## config.mk

```make
export PLATFORM = sky130hd
export DESIGN_NAME = sa_cell
export DESIGN_NICKNAME = d
export VERILOG_FILES = /design/src/hw/rtl/sa_pkg.sv /design/src/hw/rtl/sa_cell.sv
export SDC_FILE = /design/constraint.sdc
export NUM_CORES = 1
export LEC_CHECK = 0
export ABC_AREA = 1
export BUFFER_PORTS_ARGS = -buffer_cell sky130_fd_sc_hd__buf_2
export CORE_ASPECT_RATIO = 1.1
export CORE_MARGIN = 3
export CORE_UTILIZATION = 45
export CTS_BUF_LIST = sky130_fd_sc_hd__clkbuf_4
export DETAILED_ROUTE_END_ITERATION = 12
export PLACE_DENSITY = 0.83
export SETUP_SLACK_MARGIN = 0.15
export SLEW_MARGIN = 20
export SYNTH_ARGS = -nofsm -noshare
export SYNTH_HDL_FRONTEND = slang
export SYNTH_SLANG_ARGS = --single-unit
```

## constraint.sdc

```tcl
create_clock -name aclk -period 3.91 [get_ports aclk]
set_clock_uncertainty 0.2 [all_clocks]
set_input_delay 0.1955 -clock aclk [delete_from_list [all_inputs] [get_ports aclk]]
set_output_delay 0.1955 -clock aclk [all_outputs]
set_load 0.02 [all_outputs]
```

## src/hw/rtl/sa_pkg.sv

```systemverilog
// shared types, constants and codes for the shelf atlas allocator
// no dependencies; used by sa_cell and shelf_atlas_allocator_top
package sa_pkg;

    localparam int MAX_SIZE    = 4096;
    localparam int MAX_SHELVES = 64;
    localparam int IDX_W       = $clog2(MAX_SHELVES);
    localparam int DIM_W       = 13;
    localparam int POS_W       = 12;

    localparam logic [2:0] ST_PLACED  = 3'd0;
    localparam logic [2:0] ST_BAD     = 3'd1;
    localparam logic [2:0] ST_NOSPACE = 3'd2;
    localparam logic [2:0] ST_TABLE   = 3'd3;
    localparam logic [2:0] ST_CLEARED = 3'd4;

    localparam logic [2:0] CH_ICON = 3'd4;

    localparam logic [1:0] ACT_GLYPH     = 2'd0;
    localparam logic [1:0] ACT_ICON      = 2'd1;
    localparam logic [1:0] ACT_CLR_GLYPH = 2'd2;
    localparam logic [1:0] ACT_CLR_ICON  = 2'd3;

    typedef enum logic [1:0] {
        S_IDLE,
        S_SCAN,
        S_DECIDE,
        S_OUT
    } state_t;

    // token that sweeps down the row of shelf cells
    typedef struct packed {
        logic             live;
        logic             found;
        logic [POS_W-1:0] x;
        logic [DIM_W-1:0] top;
        logic [1:0]       ch;
        logic             free;
        logic [IDX_W-1:0] idx;
    } sweep_t;

    // request held steady during a sweep
    typedef struct packed {
        logic             icon;
        logic [DIM_W-1:0] w;
        logic [DIM_W-1:0] desired;
        logic [DIM_W-1:0] atlas;
    } req_t;

    // broadcast control to all cells
    typedef struct packed {
        logic             clr_glyph;
        logic             clr_icon;
        logic             wr_en;
        logic [IDX_W-1:0] wr_idx;
        logic             wr_icon;
        logic [1:0]       wr_ch;
        logic [DIM_W-1:0] wr_height;
        logic [DIM_W-1:0] wr_top;
        logic [DIM_W-1:0] wr_fill;
        logic             wr_full;
    } cell_ctl_t;

endpackage

```

## src/hw/rtl/sa_cell.sv

```systemverilog
// one shelf table entry; checks the passing sweep token and forwards it
// depends on sa_pkg
module sa_cell
    import sa_pkg::*;
(
    input  logic             aclk,
    input  logic             aresetn,
    input  logic [IDX_W-1:0] cell_idx,
    input  req_t             req,
    input  cell_ctl_t        ctl,
    input  sweep_t           sweep_in,
    output sweep_t           sweep_out
);

    logic             valid_reg;
    logic             full_reg;
    logic             icon_reg;
    logic [1:0]       ch_reg;
    logic [DIM_W-1:0] height_reg;
    logic [DIM_W-1:0] top_reg;
    logic [DIM_W-1:0] fill_reg;
    sweep_t           sweep_reg;
    sweep_t           sweep_next;

    logic [DIM_W:0] sum;
    logic           hit;
    logic           clr_hit;

    assign sum = {1'b0, fill_reg} + {1'b0, req.w};
    assign hit = sweep_in.live && !sweep_in.found && valid_reg && !full_reg
                 && (icon_reg == req.icon) && (height_reg == req.desired)
                 && (sum <= {1'b0, req.atlas});
    assign clr_hit = valid_reg && ((ctl.clr_glyph && !icon_reg) || (ctl.clr_icon && icon_reg));

    always_comb begin
        sweep_next = sweep_in;
        if (hit) begin
            sweep_next.found = 1'b1;
            sweep_next.x     = fill_reg[POS_W-1:0];
            sweep_next.top   = top_reg;
            sweep_next.ch    = ch_reg;
        end
        if (sweep_in.live && !sweep_in.free && !valid_reg) begin
            sweep_next.free = 1'b1;
            sweep_next.idx  = cell_idx;
        end
    end

    always_ff @(posedge aclk) begin
        if (!aresetn) begin
            sweep_reg <= '0;
        end else begin
            sweep_reg <= sweep_next;
        end
    end

    always_ff @(posedge aclk) begin
        if (!aresetn) begin
            valid_reg <= 1'b0;
            full_reg  <= 1'b0;
        end else if (ctl.wr_en && ctl.wr_idx == cell_idx) begin
            valid_reg <= 1'b1;
            full_reg  <= ctl.wr_full;
        end else if (clr_hit) begin
            valid_reg <= 1'b0;
            full_reg  <= 1'b0;
        end else if (hit) begin
            full_reg <= (sum == {1'b0, req.atlas});
        end
    end

    always_ff @(posedge aclk) begin
        if (ctl.wr_en && ctl.wr_idx == cell_idx) begin
            icon_reg   <= ctl.wr_icon;
            ch_reg     <= ctl.wr_ch;
            height_reg <= ctl.wr_height;
            top_reg    <= ctl.wr_top;
            fill_reg   <= ctl.wr_fill;
        end else if (hit) begin
            fill_reg <= sum[DIM_W-1:0];
        end
    end

    assign sweep_out = sweep_reg;

endmodule

```

==> impl_summary.txt <==
----------------------------------------------------
[Global routing]
  Global Route Usage Sum ... 0.253
  GRT Residual Overflow ... 0
  Number of global-route vias before repair ... 4549
  Maximum number of pins on one net before global-route repair ... 37
  Antenna violations before repair ... 0
  Wire length of the first global-routing pass ... 20.6 mm

[Route]
  Number of search-and-repair iterations in the first detailed-routing pass ... 5
  DR vias ... 4273
  Antenna Nets Post-Route ... 0
  Mean routed wirelength per cell ... roughly 15 um
  DR DRC count ... 0
  Total length of routed wires ... 13.3 mm
  Iteration-0 DRC Markers ... 249
  Ratio of routed vias to standard cells ... 4.98

[Floorplan]
  Cell Rows ... 35
  Effective utilization at floorplan ... 0.476
  Area of the core ... 8580 sq um
  Die H ... 106 um
  Die Wd ... 96.8 um
  Die ar. ... 10300 sq um
  Top Ports ... 172

[Clock tree]
  H-tree lvl count ... 3
  Root buffer cell ... sky130_fd_sc_hd__clkbuf_4
  Clock Path Buffers ... 2
  TritonCTS clock tree ... yes
  CTS clock-pin slew for the worst setup and hold paths ... 130 ps
  Clock Latency Late Sink ... about 430 ps
  Total clock sinks ... 80
  Cts bufs inserted ... 9

[STA]
  Worst hold margin ... about 92 ps
  Share of the cycle needed by the critical path after routing ... 0.942
  Total negative slack for setup checks ... 0 ps
  Worst-margin pin slew ... 797 ps
  Peak clock frequency supported by timing ... 271 MHz
  Clock period minus worst slack ... roughly 3700 ps
  Max-Slew Margin vs Limit ... 0.467
  Final-report max-slew violation count ... 0
  Setup repair after global routing missed its margin ... no
  Endpoints failing hold ... 0
  Total of endpoints with negative setup slack in the final report ... 0

[Power and ir drop]
  Total power density per cell area ... 287 nW/um^2
  Pint ... about 1.3 mW
  Switching power as a share of total power ... 0.299
  Share of total power in combinational logic ... 0.233
  Power Total ... 1.79 mW
  Power share of the clock group ... 0.253
  Peak VDD IR ... between 150 and 200 uV
  Leak ... 3.03 nW
  Sequential cell fraction of total power ... 0.514
  Total net switching power ... 0.535 mW

[Placement]
  Detailed placer's ending HPWL ... 8.97 mm
  Total instance count after detailed placement ... 747
  Routability Congestion ... 0.958
  I/O Buffers ... 171

[Yosys]
  Summed instance area of the synthesized netlist ... just over 4000 sq um
  Synth Net Count ... 634
  Cell count after synthesis ... 471
  Register bit count reported by yosys ... 80
  Yosys warnings ... 0
  Mean area per synthesized cell ... 8.67 sq um
  Library cells used by synthesis ... 33
  Sequential cell area fraction in the yosys report ... 0.495

[Final layout]
  Non-filler cells, final ... 858
  Nets@finish ... just over 900
  Synth-to-Final Area Change ... 52.9%
  Share of cells above drive strength 1 ... 0.316
  Number of diodes added for antenna fixing ... 0
  Number of flip-flops in the largest register ... 36

[Status]
  Status ... complete, no violations

[Worst setup path]
  CP endpoint kind ... register
  Worst Reg-to-Reg Cells ... 24
  Worst setup slack for register-to-register paths ... 230 ps
  Worst R2R End ... fill_reg[1]
  Required arrival time at the worst endpoint ... 3860 ps
  Crit Reg-Reg Startpoint ... fill_reg[0]
  Kind of start point of the critical path ... register
  Signal arrival time at the worst endpoint ... 3640 ps
  Largest fanout on the critical path ... 8
  Type of the worst setup path ... reg2reg

[Worst hold path]
  End of the worst hold path ... fill_reg[0]
  Critical hold path startpoint ... req[26]
  Cells on Worst Hold Path ... 4
  Path class of the lowest-slack min-delay path ... in2reg

[Run]
  Max capacitance violation total ... 0

----------------------------------------------------
==> cells by family (layout without fill, tap and decap cells) <==
group / count (synthesis) / count (layout) / synth area share
AO/OA/AOI/OAI: 65 / 65 / 0.0818
XOR/XNOR: 23 / 23 / 0.0493
adder cells (fa/ha/maj): 27 / 27 / 0.0846
buffers and inverters: 68 / 343 / 0.0729
flip-flops: 80 / 80 / 0.495
multiplexers: 1 / 1 / 0.00245
AND/OR/NAND/NOR: 207 / 208 / 0.214
==> layout make-up <==
class	count	area, sq um
clock buffer	9	67.6
multi-input combinational	324	1910
timing repair buffer	270	1840
fill	619	2340
inverter	57	221
sequential	80	2020
clock inverter	7	52.6
tap	111	139
==> how the worst max path moves through the flow <==
stage | start | end | slack (ps)
floorplan | fill_reg[0] | fill_reg[0] | 280
global placement | fill_reg[0] | fill_reg[0] | 260
detailed placement | fill_reg[0] | fill_reg[2] | 80
CTS | fill_reg[0] | fill_reg[1] | 160
global route | fill_reg[0] | sweep_out[8] | 70
finish | fill_reg[0] | fill_reg[1] | 230
==> worst max-delay path, cell delays in order, from the launching register on <==
cell and delay [ps]:
sky130_fd_sc_hd__edfxtp_1 380, sky130_fd_sc_hd__ha_2 200, sky130_fd_sc_hd__inv_2 60, sky130_fd_sc_hd__fa_2 350, sky130_fd_sc_hd__inv_1 90, sky130_fd_sc_hd__nand3_1 100, sky130_fd_sc_hd__nand2_2 110, sky130_fd_sc_hd__nand2_1 60
sky130_fd_sc_hd__nand2_1 70, sky130_fd_sc_hd__o21ai_2 80, sky130_fd_sc_hd__o21ai_2 230, sky130_fd_sc_hd__xor2_2 200, sky130_fd_sc_hd__ha_1 280, sky130_fd_sc_hd__nand2_1 70, sky130_fd_sc_hd__inv_1 40, sky130_fd_sc_hd__nand2_1 60
sky130_fd_sc_hd__nand2_1 50, sky130_fd_sc_hd__nand2_1 60, sky130_fd_sc_hd__nand3_1 60, sky130_fd_sc_hd__nand2_1 60, sky130_fd_sc_hd__nand3_1 120, sky130_fd_sc_hd__nand2_4 140, sky130_fd_sc_hd__nand2_8 90, sky130_fd_sc_hd__nand2_4 100
sky130_fd_sc_hd__buf_8 150
==> per-layer routing <==
layer  part of all wire  up-vias  wire, um  GRT usage
li1                   -     2073         -          -
met1               0.36     1966      4770      0.251
met2               0.54      192      7230      0.479
met3              0.056       42       742     0.0538
met4              0.040        0       530      0.148
met5                  0        -         0          0
==> placed cells by master (no fill, tap or decap), drive strengths merged, types with 2 or more instances in the layout <==
cell,instances
buf,183
a21oi,15
ha,26
inv,59
clkinv,4
nand4,3
xnor2,11
a31oi,3
xor2,12
dlygate4sd3,87
nand2,99
a21o,2
nor3,9
nand3,16
o21ai,45
dfxtp,38
edfxtp,42
clkbuf,9
nor2,78
==> cell usage after synthesis (all sizes together) <==
| master | instances | area [sq um] |
|---|---|---|
| a21o | 2 | 15.0 |
| a21oi | 15 | 75.1 |
| a31oi | 3 | 18.8 |
| and2 | 1 | 6.26 |
| buf | 6 | 60.1 |
| clkbuf | 5 | 18.8 |
| clkinv | 4 | 15.0 |
| dfxtp | 38 | 761 |
| edfxtp | 42 | 1260 |
| fa | 1 | 20.0 |
| ha | 26 | 325 |
| inv | 53 | 204 |
| mux2i | 1 | 10.0 |
| nand2 | 98 | 380 |
| nand3 | 16 | 80.1 |
| nand4 | 3 | 18.8 |
| nor2 | 78 | 325 |
| nor3 | 9 | 50.1 |
| nor4 | 1 | 6.26 |
| o21ai | 45 | 225 |
| or2 | 1 | 6.26 |
| xnor2 | 11 | 96.3 |
| xor2 | 12 | 105 |
==> power by group through the flow <==
stage	sequential [mW]	combinational [mW]	clock (mW)
finish	0.921	0.417	0.454
global route	0.924	0.461	0.504
CTS	0.921	0.392	0.462
detailed placement	0.940	0.319	0
global placement	0.939	0.308	0
floorplan	0.966	0.156	0
==> metrics by stage <==
stage	setup WS, ps	utilization	cell area, sq um
after global placement	258	0.587	5040
after global routing	69.2	0.728	6240
after detailed placement	78.7	0.587	5040
after floorplan	278	-	4080
final	225	0.728	6240
after CTS	160	0.705	6050
==> what timing repair did <==
action / 4_1_cts / 5_1_grt
hold endpoints to repair: 80 / 0
resized for setup: 5 / 25
pin swaps: 0 / 5
hold buffers: 87 / 0
setup endpoints to repair: 32 / 42
gates cloned: 0 / 1
setup buffers: 0 / 7
(Power assumes the default switching activity.)
